===== config.mk =====
export PLATFORM = sky130hd
export DESIGN_NAME = packbits_bitplane_interleaver
export DESIGN_NICKNAME = d
export VERILOG_FILES = /design/src/hw/rtl/pbi_pkg.sv /design/src/hw/rtl/pbi_ctrl.sv /design/src/hw/rtl/pbi_datapath.sv /design/src/hw/rtl/packbits_bitplane_interleaver.sv
export SDC_FILE = /design/constraint.sdc
export NUM_CORES = 1
export LEC_CHECK = 0
export ABC_CLOCK_PERIOD_IN_PS = 6300
export BUFFER_PORTS_ARGS = -buffer_cell sky130_fd_sc_hd__buf_2
export CORE_MARGIN = 2
export CORE_UTILIZATION = 40
export DETAILED_ROUTE_END_ITERATION = 10
export PLACE_DENSITY_LB_ADDON = 0.25
export RECOVER_POWER = 25
export SKIP_LAST_GASP = 1
export SLEW_MARGIN = 20
export SYNTH_ARGS = -nofsm -noshare
export SYNTH_HDL_FRONTEND = slang
export SYNTH_HIERARCHICAL = 1
export SYNTH_SLANG_ARGS = --single-unit

===== constraint.sdc =====
create_clock -name i_clk -period 6.3 [get_ports i_clk]
set_input_delay 0.63 -clock i_clk [delete_from_list [all_inputs] [get_ports i_clk]]
set_output_delay 0.63 -clock i_clk [all_outputs]
set_load 0.1 [all_outputs]

===== src/hw/rtl/pbi_pkg.sv =====
`timescale 1ns / 1ps

package pbi_pkg;

    // Field and register widths
    localparam int BYTE_W       = 8;
    localparam int WORD_W       = 16;
    localparam int ADDR_W       = 18;
    localparam int LINE_WORDS_W = 7;
    localparam int ROW_COUNT_W  = 11;
    localparam int CFG_IDX_W    = 2;
    localparam int CFG_DATA_W   = 11;

    // Parameter defaults
    localparam int DEF_MAX_LINE_WORDS = 64;
    localparam int DEF_MAX_ROWS       = 1024;

    // Register indexes
    localparam logic [CFG_IDX_W-1:0] REG_LINE_WORDS = 2'd0;
    localparam logic [CFG_IDX_W-1:0] REG_ROW_COUNT  = 2'd1;
    localparam logic [CFG_IDX_W-1:0] REG_HAS_MASK   = 2'd2;
    localparam logic [CFG_IDX_W-1:0] REG_PACKBITS   = 2'd3;

    // Register reset values
    localparam logic [LINE_WORDS_W-1:0] RST_LINE_WORDS = 7'd20;
    localparam logic [ROW_COUNT_W-1:0]  RST_ROW_COUNT  = 11'd200;

    // PackBits no-op command and plane counts
    localparam logic [BYTE_W-1:0] CMD_NOP     = 8'h80;
    localparam logic [2:0]        PLANES_BASE = 3'd4;
    localparam logic [2:0]        PLANES_MASK = 3'd5;

    // Controller to datapath
    typedef struct packed {
        logic load;   // capture the accepted byte
        logic step;   // perform one decode step on the held byte
    } t_ctrl_cmd;

    // Datapath to controller
    typedef struct packed {
        logic want_out;   // this step produces a word
        logic step_last;  // this step completes the held byte
        logic out_free;   // output register can take a word this cycle
    } t_dp_status;

endpackage


===== src/hw/rtl/pbi_ctrl.sv =====
`timescale 1ns / 1ps

module pbi_ctrl (
    input  logic               i_clk,
    input  logic               i_rst_n,
    input  logic               i_byte_valid,
    output logic               o_byte_ready,
    input  pbi_pkg::t_dp_status i_status,
    output pbi_pkg::t_ctrl_cmd  o_cmd
);
    import pbi_pkg::*;

    localparam logic S_IDLE = 1'b0;
    localparam logic S_EXEC = 1'b1;

    logic r_state;
    logic n_state;
    logic accept;

    assign o_byte_ready = (r_state == S_IDLE);
    assign accept       = i_byte_valid && o_byte_ready;

    // Step commands: hold off while a word cannot be placed
    always_comb begin
        n_state    = r_state;
        o_cmd.load = 1'b0;
        o_cmd.step = 1'b0;
        case (r_state)
            S_IDLE: begin
                o_cmd.load = accept;
                if (accept) begin
                    n_state = S_EXEC;
                end
            end
            S_EXEC: begin
                o_cmd.step = !i_status.want_out || i_status.out_free;
                if (o_cmd.step && i_status.step_last) begin
                    n_state = S_IDLE;
                end
            end
            default: n_state = S_IDLE;
        endcase
    end

    always_ff @(posedge i_clk) begin
        if (!i_rst_n) begin
            r_state <= S_IDLE;
        end else begin
            r_state <= n_state;
        end
    end

    a_accept_exec: assert property (@(posedge i_clk) disable iff (!i_rst_n)
        accept |=> (r_state == S_EXEC))
        else $error("accepted byte did not start a decode step");

endmodule


===== src/hw/rtl/pbi_datapath.sv =====
`timescale 1ns / 1ps

module pbi_datapath #(
    parameter int MAX_LINE_WORDS = pbi_pkg::DEF_MAX_LINE_WORDS,
    parameter int MAX_ROWS       = pbi_pkg::DEF_MAX_ROWS
) (
    input  logic                           i_clk,
    input  logic                           i_rst_n,
    input  logic                           i_cfg_we,
    input  logic [pbi_pkg::CFG_IDX_W-1:0]  i_cfg_idx,
    input  logic [pbi_pkg::CFG_DATA_W-1:0] i_cfg_data,
    input  logic [pbi_pkg::BYTE_W-1:0]     i_byte_in,
    input  pbi_pkg::t_ctrl_cmd             i_cmd,
    output pbi_pkg::t_dp_status            o_status,
    output logic                           o_word_valid,
    input  logic                           i_word_ready,
    output logic [pbi_pkg::ADDR_W-1:0]     o_word_addr,
    output logic                           o_is_mask,
    output logic [pbi_pkg::WORD_W-1:0]     o_word_data,
    output logic                           o_image_done,
    output logic                           o_last
);
    import pbi_pkg::*;

    localparam int LW_W  = $clog2(MAX_LINE_WORDS + 1);
    localparam int WIP_W = (MAX_LINE_WORDS > 1) ? $clog2(MAX_LINE_WORDS) : 1;
    localparam int ROW_W = $clog2(MAX_ROWS + 1);
    localparam int PRD_W = ROW_W + LW_W;

    localparam logic [1:0] PH_CMD = 2'd0;
    localparam logic [1:0] PH_LIT = 2'd1;
    localparam logic [1:0] PH_RUN = 2'd2;

    // Configuration registers
    logic [LINE_WORDS_W-1:0] r_line_words;
    logic [ROW_COUNT_W-1:0]  r_row_count;
    logic                    r_has_mask;
    logic                    r_pb;

    // Decode and placement state
    logic [1:0]        r_phase,   n_phase;
    logic [7:0]        r_lit,     n_lit;
    logic [7:0]        r_run,     n_run;
    logic              r_pending, n_pending;
    logic [7:0]        r_held,    n_held;
    logic [2:0]        r_plane,   n_plane;
    logic [WIP_W-1:0]  r_wip,     n_wip;
    logic [ROW_W-1:0]  r_row,     n_row;
    logic              r_finished, n_finished;
    logic              r_overflow, n_overflow;
    logic [BYTE_W-1:0] r_byte;

    // Output register
    logic              r_out_valid;
    logic [ADDR_W-1:0] r_out_addr;
    logic              r_out_mask;
    logic [WORD_W-1:0] r_out_data;
    logic              r_out_done;
    logic              r_out_last;

    logic [LW_W-1:0]    eff_lw;
    logic [ROW_W-1:0]   eff_rows;
    logic [LW_W-1:0]    wip_inc;
    logic [2:0]         plane_inc;
    logic [2:0]         planes;
    logic [ROW_W-1:0]   row_inc;
    logic               wip_end;
    logic               row_end;
    logic               img_end;
    logic               is_mask;
    logic [PRD_W-1:0]   prod;
    logic [PRD_W+2:0]   addr_full;
    logic [WORD_W-1:0]  word;
    logic               emit;
    logic               word_last;
    logic               step_last;
    logic [7:0]         run_rem;

    // Clamp sizes into range
    always_comb begin
        if (r_line_words == '0) begin
            eff_lw = LW_W'(1);
        end else if (32'(r_line_words) > MAX_LINE_WORDS) begin
            eff_lw = LW_W'(MAX_LINE_WORDS);
        end else begin
            eff_lw = LW_W'(r_line_words);
        end
        if (r_row_count == '0) begin
            eff_rows = ROW_W'(1);
        end else if (32'(r_row_count) > MAX_ROWS) begin
            eff_rows = ROW_W'(MAX_ROWS);
        end else begin
            eff_rows = ROW_W'(r_row_count);
        end
    end

    // Position advance and address of the word being placed
    assign planes    = r_has_mask ? PLANES_MASK : PLANES_BASE;
    assign wip_inc   = LW_W'(r_wip) + LW_W'(1);
    assign plane_inc = r_plane + 3'd1;
    assign row_inc   = r_row + ROW_W'(1);
    assign wip_end   = (wip_inc >= eff_lw);
    assign row_end   = wip_end && (plane_inc >= planes);
    assign img_end   = row_end && (row_inc >= eff_rows);
    assign is_mask   = (r_plane >= PLANES_BASE);
    assign prod      = r_row * eff_lw;

    always_comb begin
        if (is_mask) begin
            addr_full = (PRD_W+3)'(prod) + (PRD_W+3)'(r_wip);
        end else begin
            addr_full = {prod, 2'b00} + (PRD_W+3)'(r_plane)
                      + {(PRD_W+1)'(r_wip), 2'b00};
        end
    end

    // First byte of a pair in the upper half; a run pair repeats the byte
    assign word = r_pending ? {r_held, r_byte} : {r_byte, r_byte};

    // One decode step on the held byte
    always_comb begin
        n_phase    = r_phase;
        n_lit      = r_lit;
        n_run      = r_run;
        n_pending  = r_pending;
        n_held     = r_held;
        n_plane    = r_plane;
        n_wip      = r_wip;
        n_row      = r_row;
        n_finished = r_finished;
        n_overflow = r_overflow;
        emit       = 1'b0;
        word_last  = 1'b1;
        step_last  = 1'b1;
        run_rem    = r_run - (r_pending ? 8'd1 : 8'd2);

        if (!r_finished) begin
            if (!r_pb) begin
                // raw: every byte is data, discard is cancelled
                n_overflow = 1'b0;
                if (!r_pending) begin
                    n_held    = r_byte;
                    n_pending = 1'b1;
                end else begin
                    emit = 1'b1;
                end
            end else begin
                case (r_phase)
                    PH_LIT: begin
                        if (!r_overflow) begin
                            if (!r_pending) begin
                                n_held    = r_byte;
                                n_pending = 1'b1;
                            end else begin
                                emit = 1'b1;
                            end
                        end
                        if (r_lit != 8'd0) begin
                            n_lit = r_lit - 8'd1;
                        end
                        if (r_lit <= 8'd1) begin
                            n_phase = PH_CMD;
                        end
                    end
                    PH_RUN: begin
                        if (r_run == 8'd0 || r_overflow) begin
                            n_run   = 8'd0;
                            n_phase = PH_CMD;
                        end else if (!r_pending && r_run == 8'd1) begin
                            n_held    = r_byte;
                            n_pending = 1'b1;
                            n_run     = 8'd0;
                            n_phase   = PH_CMD;
                        end else begin
                            // one word per step, one or two repeats used
                            emit      = 1'b1;
                            n_run     = run_rem;
                            word_last = (run_rem < 8'd2) || row_end;
                            step_last = (run_rem == 8'd0) || row_end;
                            if ((run_rem == 8'd0) || row_end) begin
                                n_run   = 8'd0;
                                n_phase = PH_CMD;
                            end
                        end
                    end
                    default: begin
                        n_overflow = 1'b0;
                        n_phase    = PH_CMD;
                        if (r_byte < CMD_NOP) begin
                            n_lit   = r_byte + 8'd1;
                            n_phase = PH_LIT;
                        end else if (r_byte != CMD_NOP) begin
                            n_run   = 8'(9'd257 - {1'b0, r_byte});
                            n_phase = PH_RUN;
                        end
                    end
                endcase
            end
        end

        // Word placed: move to next position
        if (emit) begin
            n_pending = 1'b0;
            if (wip_end) begin
                n_wip = '0;
                if (plane_inc >= planes) begin
                    n_plane = 3'd0;
                    n_row   = row_inc;
                    if (r_pb) begin
                        n_overflow = 1'b1;
                    end
                    if (row_inc >= eff_rows) begin
                        n_finished = 1'b1;
                    end
                end else begin
                    n_plane = plane_inc;
                end
            end else begin
                n_wip = WIP_W'(wip_inc);
            end
        end
    end

    assign o_status.want_out  = emit;
    assign o_status.step_last = step_last;
    assign o_status.out_free  = !r_out_valid || i_word_ready;

    // Configuration writes
    always_ff @(posedge i_clk) begin
        if (!i_rst_n) begin
            r_line_words <= RST_LINE_WORDS;
            r_row_count  <= RST_ROW_COUNT;
            r_has_mask   <= 1'b0;
            r_pb         <= 1'b1;
        end else if (i_cfg_we) begin
            case (i_cfg_idx)
                REG_LINE_WORDS: r_line_words <= i_cfg_data[LINE_WORDS_W-1:0];
                REG_ROW_COUNT:  r_row_count  <= i_cfg_data[ROW_COUNT_W-1:0];
                REG_HAS_MASK:   r_has_mask   <= i_cfg_data[0];
                REG_PACKBITS:   r_pb         <= i_cfg_data[0];
                default: ;
            endcase
        end
    end

    // Decode state
    always_ff @(posedge i_clk) begin
        if (!i_rst_n) begin
            r_phase    <= PH_CMD;
            r_lit      <= 8'd0;
            r_run      <= 8'd0;
            r_pending  <= 1'b0;
            r_held     <= 8'd0;
            r_plane    <= 3'd0;
            r_wip      <= '0;
            r_row      <= '0;
            r_finished <= 1'b0;
            r_overflow <= 1'b0;
        end else if (i_cmd.step) begin
            r_phase    <= n_phase;
            r_lit      <= n_lit;
            r_run      <= n_run;
            r_pending  <= n_pending;
            r_held     <= n_held;
            r_plane    <= n_plane;
            r_wip      <= n_wip;
            r_row      <= n_row;
            r_finished <= n_finished;
            r_overflow <= n_overflow;
        end
    end

    // Held input byte
    always_ff @(posedge i_clk) begin
        if (i_cmd.load) begin
            r_byte <= i_byte_in;
        end
    end

    // Output register
    always_ff @(posedge i_clk) begin
        if (!i_rst_n) begin
            r_out_valid <= 1'b0;
        end else if (i_cmd.step && emit) begin
            r_out_valid <= 1'b1;
        end else if (i_word_ready) begin
            r_out_valid <= 1'b0;
        end
    end

    always_ff @(posedge i_clk) begin
        if (i_cmd.step && emit) begin
            r_out_addr <= ADDR_W'(addr_full);
            r_out_mask <= is_mask;
            r_out_data <= word;
            r_out_done <= img_end;
            r_out_last <= word_last;
        end
    end

    assign o_word_valid = r_out_valid;
    assign o_word_addr  = r_out_addr;
    assign o_is_mask    = r_out_mask;
    assign o_word_data  = r_out_data;
    assign o_image_done = r_out_done;
    assign o_last       = r_out_last;

    a_no_word_after_end: assert property (@(posedge i_clk) disable iff (!i_rst_n)
        r_finished |-> !emit)
        else $error("word produced after the last row");

    a_plane_range: assert property (@(posedge i_clk) disable iff (!i_rst_n)
        r_plane <= PLANES_BASE)
        else $error("plane index past the mask plane");

    a_discard_no_pending: assert property (@(posedge i_clk) disable iff (!i_rst_n)
        r_overflow |-> !r_pending)
        else $error("half word held while discarding row overflow");

endmodule


===== src/hw/rtl/packbits_bitplane_interleaver.sv =====
`timescale 1ns / 1ps
// Order: a taken byte is captured in the held-byte register and then decoded in the execute
// state; a word that a decode step completes is loaded into the output register and presented from it.
// A new byte is taken only once the last one is fully decoded; a run command's data byte is expanded
// one word per decode step, one more step when it ends on a half word; a held output stalls.
// Reset (synchronous, active low) restores the register defaults and clears state.

module packbits_bitplane_interleaver #(
    parameter int MAX_LINE_WORDS = pbi_pkg::DEF_MAX_LINE_WORDS,
    parameter int MAX_ROWS       = pbi_pkg::DEF_MAX_ROWS
) (
    input  logic                           i_clk,
    input  logic                           i_rst_n,
    input  logic                           i_cfg_we,
    input  logic [pbi_pkg::CFG_IDX_W-1:0]  i_cfg_idx,
    input  logic [pbi_pkg::CFG_DATA_W-1:0] i_cfg_data,
    input  logic                           i_byte_valid,
    output logic                           o_byte_ready,
    input  logic [pbi_pkg::BYTE_W-1:0]     i_byte_in,
    output logic                           o_word_valid,
    input  logic                           i_word_ready,
    output logic [pbi_pkg::ADDR_W-1:0]     o_word_addr,
    output logic                           o_is_mask,
    output logic [pbi_pkg::WORD_W-1:0]     o_word_data,
    output logic                           o_image_done,
    output logic                           o_last
);
    import pbi_pkg::*;

    t_ctrl_cmd  cmd;
    t_dp_status status;

    // Sequencer
    pbi_ctrl u_ctrl (
        .i_clk        (i_clk),
        .i_rst_n      (i_rst_n),
        .i_byte_valid (i_byte_valid),
        .o_byte_ready (o_byte_ready),
        .i_status     (status),
        .o_cmd        (cmd)
    );

    // Decode, placement and output register
    pbi_datapath #(
        .MAX_LINE_WORDS (MAX_LINE_WORDS),
        .MAX_ROWS       (MAX_ROWS)
    ) u_datapath (
        .i_clk        (i_clk),
        .i_rst_n      (i_rst_n),
        .i_cfg_we     (i_cfg_we),
        .i_cfg_idx    (i_cfg_idx),
        .i_cfg_data   (i_cfg_data),
        .i_byte_in    (i_byte_in),
        .i_cmd        (cmd),
        .o_status     (status),
        .o_word_valid (o_word_valid),
        .i_word_ready (i_word_ready),
        .o_word_addr  (o_word_addr),
        .o_is_mask    (o_is_mask),
        .o_word_data  (o_word_data),
        .o_image_done (o_image_done),
        .o_last       (o_last)
    );

endmodule


==> reports/metrics.cfg <==
[setup_path]
crit_type = flip-flop to flip-flop
endpoint_kind = flip-flop
reg2reg_slack_ps = 390
critPathRequiredTime_ps = 6440
cp_max_fo = 11
crit_end = u_datapath/o_word_addr[17]
cp.arrival_ps = 6050
cp-start-kind = flip-flop
reg2reg_depth = 18
timing.rr.end = u_datapath/o_word_addr[17]
startpoint = u_datapath/r_line_words[4]
r2r-start = u_datapath/r_line_words[4]

[place]
port_buffers = 64
gp_congestion = 0.832
placed_cell_area_um2 = 10300
hpwl_mm = 15.7

[sta]
finalSetupViolCount = 0
slew_viol_final = 74
rsz0062_at_grt = false
max_clock_freq_mhz = 169
fin_setup_tns_ps = 0
period_minus_slack_ps = 5910
final_hold_viol_count = 0
whs_ps = 378
slew_headroom_pct = -87.7
period_share_pct = 93.9
worst_slew_pin_slew_ps = 2820
fin_worst_skew_ps = 11.3

[synth]
synth_area_per_cell_um2 = 9.14
synth_area_leaders = dfxtp_1 15%, edfxtp_1 14%, fa_1 11%
synth_edf_count = 45
ys_warn_count = 6
synth_top_cells_by_count = 102 x inv_1, 94 x nand2_1, 80 x ha_1
synthMostInstantiatedCell = inv_1
async_flop_share_pct = 0
seq_area_frac_synth_pct = 28.5
syn_inst = 1065
synth_area_leader_cell = dfxtp_1
ys_ff_latch = 116
syn_area_um2 = 9740
synth_flop_cell = dfxtp_1
synthDominantCellAreaShare_pct = 14.6
syn_nets = 1223
synth_cell_type_count = 91

[global_route]
grt_pass1_wl_mm = 35.1
grt_remaining_overflow = 0
first_global_vias = 6918
grt_max_degree = 74
grt_usage_pct = 16.8
antenna_found_initial = 0

[cts]
cts_resized = 0
clk_pin_slew_ps = 70
tritoncts = done
cts-hold-fix-buffers = 0
cts_inserted_buffers = 17
clockBufferDepth = 2
clkLatencyLatePin_ps = 420
clock_sinks = 116
cts_root_buffer = clkbuf_16
htreeDepth = 4
postCtsSetupRepairBufs = 0

[detailed_routing]
postRouteAntennaNets = 0
wl_met2_mm = 9.11
wirelength_met1_mm = 10.9
routed.top_layer = met4
wl_met3_um = 679
vias = 7334
route.detailed.drc = 0
via_per_inst = 5.07
wl_per_cell_um = 14.5
wirelength_mm = 21.0
drt_iter0_drc = 347
firstDrtPassIters = 5

[pwr]
p_int_uw = 1470
power_frac_comb_pct = 8.4
pwr-share-seq_pct = 41.3
pwr-share-clk_pct = 50.3
ir_worst_vdd_mv = 0.109
power_leakage_uw = 0.00485
power_density_nw_per_um2 = 182
switching_power_uw = 525
switching_share_pct = 26.4
finalPower_uw = 1990

[finish]
finalInstanceArea_um2 = 10900
antenna_cells = 0
fillCellCount = 2350
fin_nets = 1267
area_delta_synth_final_pct = 12.4
multi_input_comb_area_um2 = 6340
layout-drive-gt1-share_pct = 13.6
layout.area.seq_um2 = 2770

[floorplanning]
start_util_pct = 40.4
dieWidth_um = 160
coreArea_um2 = 24100
rows = 57
dieArea_um2 = 25600
die_h_um = 160
ios = 65

[job]
drv_cap = 1

[min_path]
hp-class = input port to flip-flop

[status]
outcome = finished, violations left
violations = capacitance limit, slew limit

[final cells by class]
type	instances	area share [%]
clock buffers	17	3.89
repair buffers	79	3.89
well taps	324	3.70
flip-flops and latches	116	25.3
clock inverters	15	1.62
multi-input cells	790	58.0
inverters	105	3.60
[power by group through the flow]
stage	combinational, uW	sequential (uW)	clock, uW
2_1_floorplan	127	828	0
3_3_place_gp	164	837	0
3_5_place_dp	164	837	0
4_1_cts	165	821	1020
5_1_grt	187	825	1060
6_report	167	822	1000
[worst min path at each step]
| stage | to | cells after the start | start |
|---|---|---|---|
| 2_1_floorplan | u_datapath/o_word_data[3] | 0 | u_datapath/r_byte[3] |
| 3_3_place_gp | u_datapath/r_row_count[1] | 2 | u_datapath/r_row_count[1] |
| 3_5_place_dp | u_datapath/r_row_count[1] | 2 | u_datapath/r_row_count[1] |
| 4_1_cts | u_datapath/r_byte[5] | 1 | i_byte_in[5] |
| 5_1_grt | u_datapath/r_byte[3] | 1 | i_byte_in[3] |
| 6_report | u_datapath/r_byte[5] | 1 | i_byte_in[5] |
[state kept, by name, summed over array words and instances (netlist names), 2 cells and up]
name                     cells
u_datapath/r_wip             6
u_datapath/r_phase           2
u_datapath/r_byte            8
u_datapath/r_row            11
u_datapath/o_word_data      16
u_datapath/r_row_count      11
u_datapath/r_lit             8
u_datapath/r_line_words      7
u_datapath/o_word_addr      18
u_datapath/r_run             8
u_datapath/r_plane           3
u_datapath/r_held            8
[metal layers]
layer / vias to the layer above / track usage [%]
li1: 3724 / -
met4: 0 / 4.67
met3: 15 / 2.31
met1: 3473 / 25.0
met2: 122 / 25.4
met5: - / 0
[layout by cell type, fill, tap and decap left out, drive strengths merged, types with 23 or more instances in the layout]
cell / instances
and2: 79
xor2: 23
fa: 52
buf: 77
o21ai: 37
nand3: 28
xnor2: 49
dfxtp: 71
edfxtp: 45
nor2b: 31
nor2: 48
inv: 113
nand2: 94
ha: 80
mux2i: 25
a21oi: 46
[through the flow]
step | util (%) | setup slack (ps) | cells
after floorplan | - | 857 | 1065
after global routing | 45.4 | 32.5 | 1446
after CTS | 45.4 | 375 | 1446
final | 45.4 | 385 | 1446
after detailed placement | 42.9 | 404 | 1414
after global placement | 42.9 | 509 | 1414
[cells by family (layout without fill, tap and decap cells)]
group                    count (synthesis)  after routing  synth area share, %
AO/OA/AOI/OAI                          187            187                 13.6
XOR/XNOR                                72             72                 6.71
adder cells (fa/ha/maj)                132            132                 21.0
buffers and inverters                  159            216                 6.41
flip-flops                             116            116                 28.5
multiplexers                            33             33                 3.49
AND/OR/NAND/NOR                        366            366                 20.4
[worst max-delay path, cell delays in order (launching register included)]
cell and delay [ps]:
dfxtp_1 350, nor2b_1 450, buf_4 230, and2_1 140
fa_1 440, fa_1 520, fa_1 540, inv_1 50
fa_1 530, inv_1 40, ha_1 440, a21oi_1 330
mux2i_1 230, o31ai_1 120, nor3_4 190, nand4bb_1 290
nor4_4 420, a311o_1 240, o221ai_2 80
Note: power is estimated with default switching activity, not from simulation.
